===== src/hw/rtl/gdd_pkg.sv =====
// shared types, constants and month tables for the gregorian date difference block
// no dependencies

package gdd_pkg;

  localparam logic [13:0] MAX_YEAR      = 14'd9999;
  // multiplier for a divide by 25 of a 12-bit value, exact below 4681
  localparam logic [11:0] DIV25_MUL     = 12'd2622;
  localparam int unsigned DIV25_SHIFT   = 16;
  localparam logic [11:0] QUARTERS_CENT = 12'd25;
  localparam logic [21:0] DAYS_PER_YEAR = 22'd365;

  localparam logic [1:0] ORD_EQUAL        = 2'd0;
  localparam logic [1:0] ORD_FIRST_LATER  = 2'd1;
  localparam logic [1:0] ORD_SECOND_LATER = 2'd2;

  typedef struct packed {
    logic [4:0]  first_day;
    logic [3:0]  first_month;
    logic [13:0] first_year;
    logic [4:0]  second_day;
    logic [3:0]  second_month;
    logic [13:0] second_year;
  } gdd_in_t;

  typedef struct packed {
    logic [21:0] day_distance;
    logic [1:0]  order;
    logic        first_is_leap;
  } gdd_out_t;

  // days of the whole months before month m in a common year
  function automatic logic [8:0] month_days_before(input logic [3:0] m);
    logic [8:0] d;
    unique case (m)
      4'd0:    d = 9'd0;
      4'd1:    d = 9'd0;
      4'd2:    d = 9'd31;
      4'd3:    d = 9'd59;
      4'd4:    d = 9'd90;
      4'd5:    d = 9'd120;
      4'd6:    d = 9'd151;
      4'd7:    d = 9'd181;
      4'd8:    d = 9'd212;
      4'd9:    d = 9'd243;
      4'd10:   d = 9'd273;
      4'd11:   d = 9'd304;
      4'd12:   d = 9'd334;
      4'd13:   d = 9'd365;
      4'd14:   d = 9'd393;
      default: d = 9'd421;
    endcase
    return d;
  endfunction

  // february-like months before month m, each adding a day in a leap year
  function automatic logic [1:0] leap_months_before(input logic [3:0] m);
    logic [1:0] n;
    if (m < 4'd3) begin
      n = 2'd0;
    end else if (m < 4'd14) begin
      n = 2'd1;
    end else if (m == 4'd14) begin
      n = 2'd2;
    end else begin
      n = 2'd3;
    end
    return n;
  endfunction

endpackage


===== src/hw/rtl/gdd_lane.sv =====
// one lane: turns a date into its serial day number and leap flag in two stages
// depends on gdd_pkg

module gdd_lane
  import gdd_pkg::*;
(
  input  logic        clk,
  input  logic [4:0]  day,
  input  logic [3:0]  month,
  input  logic [13:0] year,
  output logic [21:0] serial,
  output logic        leap
);

  // stage 1: clamp year, reciprocal products for the century counts
  logic [13:0] yc;
  logic [13:0] p;
  logic [23:0] prod_p;
  logic [23:0] prod_y;

  logic [4:0]  day_r;
  logic [3:0]  month_r;
  logic [13:0] yc_r;
  logic [13:0] p_r;
  logic [23:0] prod_p_r;
  logic [23:0] prod_y_r;

  assign yc     = (year > MAX_YEAR) ? MAX_YEAR : year;
  // year zero counts no whole years, same as year one
  assign p      = (yc == 14'd0) ? 14'd0 : yc - 14'd1;
  assign prod_p = 24'(p[13:2]) * 24'(DIV25_MUL);
  assign prod_y = 24'(yc[13:2]) * 24'(DIV25_MUL);

  always_ff @(posedge clk) begin
    day_r    <= day;
    month_r  <= month;
    yc_r     <= yc;
    p_r      <= p;
    prod_p_r <= prod_p;
    prod_y_r <= prod_y;
  end

  // stage 2: year part, month part, day
  logic [6:0]  cent_p;
  logic [4:0]  quad_cent_p;
  logic [6:0]  cent_y;
  logic        div4;
  logic        div100;
  logic        div400;
  logic        leap_s2;
  logic [21:0] year_days;
  logic [21:0] serial_nxt;

  assign cent_p      = prod_p_r[DIV25_SHIFT +: 7];
  assign quad_cent_p = cent_p[6:2];
  assign cent_y      = prod_y_r[DIV25_SHIFT +: 7];

  assign div4    = (yc_r[1:0] == 2'd0);
  assign div100  = div4 && (yc_r[13:2] == 12'(12'(cent_y) * QUARTERS_CENT));
  assign div400  = div100 && (cent_y[1:0] == 2'd0);
  assign leap_s2 = div400 || (div4 && !div100);

  assign year_days = 22'(p_r) * DAYS_PER_YEAR + 22'(p_r[13:2]) - 22'(cent_p)
                   + 22'(quad_cent_p);

  assign serial_nxt = year_days + 22'(month_days_before(month_r))
                    + (leap_s2 ? 22'(leap_months_before(month_r)) : 22'd0)
                    + 22'(day_r);

  always_ff @(posedge clk) begin
    serial <= serial_nxt;
    leap   <= leap_s2;
  end

endmodule


===== src/hw/rtl/gdd_merge.sv =====
// merge stage: compares the two lanes' serial numbers and registers the result
// depends on gdd_pkg

module gdd_merge
  import gdd_pkg::*;
(
  input  logic        clk,
  input  logic        rst_n,
  input  logic        valid,
  input  logic [21:0] serial_a,
  input  logic [21:0] serial_b,
  input  logic        leap_a,
  output logic        out_valid,
  output gdd_out_t    out_data
);

  logic     out_valid_r;
  gdd_out_t out_data_r;
  gdd_out_t out_data_nxt;

  always_comb begin
    out_data_nxt.first_is_leap = leap_a;
    priority if (serial_a > serial_b) begin
      out_data_nxt.day_distance = serial_a - serial_b;
      out_data_nxt.order        = ORD_FIRST_LATER;
    end else if (serial_a < serial_b) begin
      out_data_nxt.day_distance = serial_b - serial_a;
      out_data_nxt.order        = ORD_SECOND_LATER;
    end else begin
      out_data_nxt.day_distance = 22'd0;
      out_data_nxt.order        = ORD_EQUAL;
    end
  end

  always_ff @(posedge clk) begin
    if (!rst_n) begin
      out_valid_r <= 1'b0;
    end else begin
      out_valid_r <= valid;
    end
    out_data_r <= out_data_nxt;
  end

  assign out_valid = out_valid_r;
  assign out_data  = out_data_r;

endmodule


===== src/hw/rtl/gregorian_date_difference.sv =====
// top level of the gregorian date difference block: two date lanes and a merge stage
// depends on gdd_pkg, gdd_lane, gdd_merge

// Takes one item a cycle: a transfer happens at every clock edge with start high, since busy
// is tied low and never stalls the input. Each item carries two proleptic Gregorian dates;
// each goes to its own lane, which turns it into a serial day number over two registered
// stages (reciprocal multiplies for the century counts, then the sum of year, month and day
// parts). The merge stage compares the two numbers and registers the distance, the order
// and the first date's leap flag. Each result goes through both lane registers and the merge
// register to out_data, marked by out_valid for one cycle; the receiver cannot stall, so results
// must be taken when shown. Years above 9999 are clamped, month and day are used unchecked.

module gregorian_date_difference
  import gdd_pkg::*;
(
  input  logic     clk,
  input  logic     rst_n,
  input  logic     start,
  output logic     busy,
  input  gdd_in_t  in_data,
  output logic     out_valid,
  output gdd_out_t out_data
);

  // no loop-carried state, so the block never holds off the input
  assign busy = 1'b0;

  logic accept;
  assign accept = start && !busy;

  // valid tracking through the two lane stages
  logic v1_r;
  logic v2_r;

  always_ff @(posedge clk) begin
    if (!rst_n) begin
      v1_r <= 1'b0;
      v2_r <= 1'b0;
    end else begin
      v1_r <= accept;
      v2_r <= v1_r;
    end
  end

  logic [21:0] serial_first;
  logic [21:0] serial_second;
  logic        leap_first;
  logic        leap_second;

  // lane for the first date
  gdd_lane u_lane_first (
    .clk    (clk),
    .day    (in_data.first_day),
    .month  (in_data.first_month),
    .year   (in_data.first_year),
    .serial (serial_first),
    .leap   (leap_first)
  );

  // lane for the second date, its leap flag is not reported
  gdd_lane u_lane_second (
    .clk    (clk),
    .day    (in_data.second_day),
    .month  (in_data.second_month),
    .year   (in_data.second_year),
    .serial (serial_second),
    .leap   (leap_second)
  );

  logic unused_leap;
  assign unused_leap = leap_second;

  // compare, subtract and register the result
  gdd_merge u_merge (
    .clk       (clk),
    .rst_n     (rst_n),
    .valid     (v2_r && !unused_leap || v2_r),
    .serial_a  (serial_first),
    .serial_b  (serial_second),
    .leap_a    (leap_first),
    .out_valid (out_valid),
    .out_data  (out_data)
  );

endmodule

===== config.mk =====
export PLATFORM = sky130hd
export DESIGN_NAME = gregorian_date_difference
export DESIGN_NICKNAME = d
export VERILOG_FILES = /design/src/hw/rtl/gdd_pkg.sv /design/src/hw/rtl/gdd_lane.sv /design/src/hw/rtl/gdd_merge.sv /design/src/hw/rtl/gregorian_date_difference.sv
export SDC_FILE = /design/constraint.sdc
export NUM_CORES = 2
export LEC_CHECK = 0
export BUFFER_PORTS_ARGS = -buffer_cell sky130_fd_sc_hd__buf_4
export CAP_MARGIN = 20
export CORE_AREA = 3 3 240 242
export DETAILED_ROUTE_END_ITERATION = 6
export DIE_AREA = 0 0 243 245
export PLACE_DENSITY = 0.68
export SYNTH_ARGS = -nofsm -noshare
export SYNTH_HDL_FRONTEND = slang
export SYNTH_SLANG_ARGS = --single-unit

===== constraint.sdc =====
create_clock -name clk -period 7.5 [get_ports clk]
set_input_delay 0 -clock clk [delete_from_list [all_inputs] [get_ports clk]]
set_output_delay 0 -clock clk [all_outputs]
set_load 0.02 [all_outputs]

==> impl_results.md <==
- Setup WS post-layout: -220.8 ps
- Post-synth top area share: 30.44%
- Hold WC Path Type: input port to flip-flop
- Fin crit period: just under 8000 ps
- Vias: around 19000
- Most numerous cell in the Yosys netlist: ha_1
- FF/Latch Area: 3881 µm²
- Global-route wire length before repair: a little under 100 mm
- Slew HR: 44.90%
- # rows: 86
- Setup TNS: -1120 ps
- Core ar.: between 50000 and 60000 µm²
- Skew final: 15.97 ps
- Initial DRC Count: 847
- Nets: ~4000
- Worst Setup SP: u_lane_second.prod_y_r[18]
- Final Hold Viols: 0
- Crit-path slowest cell: fa_1
- Sink Count: slightly below 200
- Initial antenna violation count: 4
- Final period util: 102.9%
- Routability congestion estimate: 0.8669
- Largest net degree at the start of global routing: 23
- Share of cells above drive strength 1: a little over a tenth
- FFs w/ async S/R, synth: 0%
- Die area: 59540 µm²
- Pre-CTS setup slack: -647.7 ps
- Clk pin slew, worst setup/hold paths: 70 ps
- Register bit total from synthesis: 193
- Via-to-Cell Ratio: 5.129
- Synthesis-to-layout area growth: 12.30%
- Ports: 76
- Final Util: between 50% and 60%
- Number of synthesized flops with an enable pin: 0
- Die height: between 200 and 250 µm
- Failing checks: setup timing
- Worst-path maximum fanout: 3
- Die X: between 200 and 250 µm
- Worst-skew pair later-pin latency: 500 ps
- Startpoint types: flip-flop
- DRT antenna net count: 0
- Slew @ Worst Pin: 826.5 ps
- YS warnings: 0
- Synth Flop Type: dfxtp_1
- RSZ-0062 raised after global routing: true
- Initial Util: about half
- Wire per inst: ~16 µm
- Seq/Total Area, Yosys: 13.97%
- Final Setup Violations: 9
- RR Startpoint: u_lane_second.prod_y_r[18]
- Post-Synthesis Cell Area: 27670 µm²
- PortBufs: 74
- Synth Area per Inst: around 10 µm²
- End of the critical path: u_lane_second.serial[21]
- Longest Clk Path Bufs: 2
- Detailed Route WL: around 58 mm
- Number of CTS-inserted buffers: 17
- Commonest cells post-synth: ha_1, inv_1, fa_1
- Area of the multi-input gates: 21770 µm²
- R2r worst-path depth: 29
- Root Buffer: clkbuf_16
- CTS H-tree lvls: 4
- Netlist cell types: 83
- Max-Cap Viols: 0
- Slowest stage delay, CP: approximately 550 ps
- Worst EP required: ~7900 ps
- Placed cells: approximately 3600
- Area leader, netlist: ha_1
- Max Fclk: 129.5 MHz
- Setup slack, reg-to-reg: -220 ps
- Worst setup EP type: flip-flop
- Cell mode on critical path: fa_1
- Worst Setup Path Type: flip-flop to flip-flop
- Synthesized netlist cell count: 2756
- Gr usage total: between 20% and 30%
- Status: finished, violations left
- Area contributors post-synth: ha_1, fa_1, dfxtp_1
- Vias in the first global route: 20963
- Pins over their slew limit: 0
- Post-Syn Nets: around 3800
- Total grt overflow: 0
- CP arrival: slightly above 8000 ps
- Drt drc: 0
- CTS tree: built
- Final Non-Filler Cells: roughly 3700
- Reg2reg end: u_lane_second.serial[21]
- Drt pass-1 iters: 4
- Final HPWL DP: 48.55 mm
- Fillers: a little under 5000
==> how the worst min path moves through the flow <==
stage / to / cells past startpoint / startpoint
floorplan: u_lane_first.day_r[0] / 0 / in_data[41]
global placement: u_lane_first.day_r[4] / 1 / in_data[45]
detailed placement: u_lane_first.day_r[1] / 1 / in_data[42]
CTS: u_lane_first.p_r[3] / 4 / in_data[26]
global route: u_lane_first.p_r[3] / 4 / in_data[26]
finish: u_lane_first.p_r[3] / 4 / in_data[26]
==> timing repair <==
| action | 4_1_cts | 5_1_grt |
|---|---|---|
| pin swaps | 56 | 38 |
| setup endpoints to repair | 28 | 30 |
| buffers inserted | 5 | 8 |
| endpoints found under the hold margin | 54 | 0 |
| gates resized for setup | 54 | 47 |
| hold buffers | 33 | 0 |
==> state kept, by name, summed over array words and instances (netlist names), 5 cells and up, named ones only <==
register / count
u_merge.out_data: 25
u_lane_first.serial: 22
u_lane_second.serial: 22
u_lane_first.yc_r: 14
u_lane_second.yc_r: 14
u_lane_first.p_r: 13
u_lane_second.p_r: 13
u_lane_first.prod_p_r: 8
u_lane_second.prod_p_r: 8
u_lane_first.prod_y_r: 7
u_lane_second.prod_y_r: 7
u_lane_first.day_r: 5
u_lane_second.day_r: 5
==> final cells by class <==
type                            instances  share of cell area (%)
Clock inverter                         15                  0.6041
Tap cell                              748                   3.012
Clock buffer                           17                   1.369
Inverter                              632                   7.635
Antenna cell                            3                 0.02416
Timing Repair Buffer                  185                   4.784
Sequential cell                       193                   12.49
Multi-Input combinational cell       1897                   70.08
==> critical path: cells and delay by family (launching register included) <==
family | cells | cell delay (ps)
XOR/XNOR | 2 | 240
adder cells (fa/ha/maj) | 11 | 4310
buffers and inverters | 4 | 170
AO/OA/AOI/OAI | 9 | 2090
flip-flops | 1 | 370
AND/OR/NAND/NOR | 3 | 400
==> cells in the final DEF (no fill, tap or decap), types with 13 or more instances in the layout <==
cell	n
a21o_1	46
a21oi_1	91
buf_4	148
clkbuf_16	17
dfxtp_1	187
dlygate4sd3_1	33
fa_1	343
ha_1	652
ha_4	20
inv_1	621
nand2_1	74
nand2b_1	18
nand3_1	36
nor2_1	89
nor3_1	29
o21a_1	18
o21ai_0	57
o22a_1	13
xnor2_1	108
xor2_1	31
==> per-stage QoR <==
stage / area [µm²] / hold WS [ps]
final: 31070 / 42.95
after global placement: 29500 / 106.4
after floorplan: 27730 / 27.72
after global routing: 31070 / 54.14
after CTS: 30760 / 0.2607
after detailed placement: 29500 / 106.7
==> metal layers <==
layer  vias up  track usage, %  routed length [µm]
met5         -               0                   0
met4         0           5.079                1042
met3        63           2.884                1615
met2       266           37.00               29350
met1      9304           25.31               25570
li1       9293               -                   -
==> kinds of logic (layout without fill, tap and decap cells) <==
family	after synthesis	in the layout	synth area share (%)
compound gates	367	367	9.389
buf+inv	666	849	9.366
fa+ha+maj	1027	1027	56.05
mux	12	12	0.5382
flops	193	193	13.97
simple gates	350	350	6.246
other cells	1	4	0.01355
xor+xnor	140	140	4.432
Power is left out: the tool's default activity adds up to more than one toggle a clock period on the data nets, which glitch-free logic cannot reach.
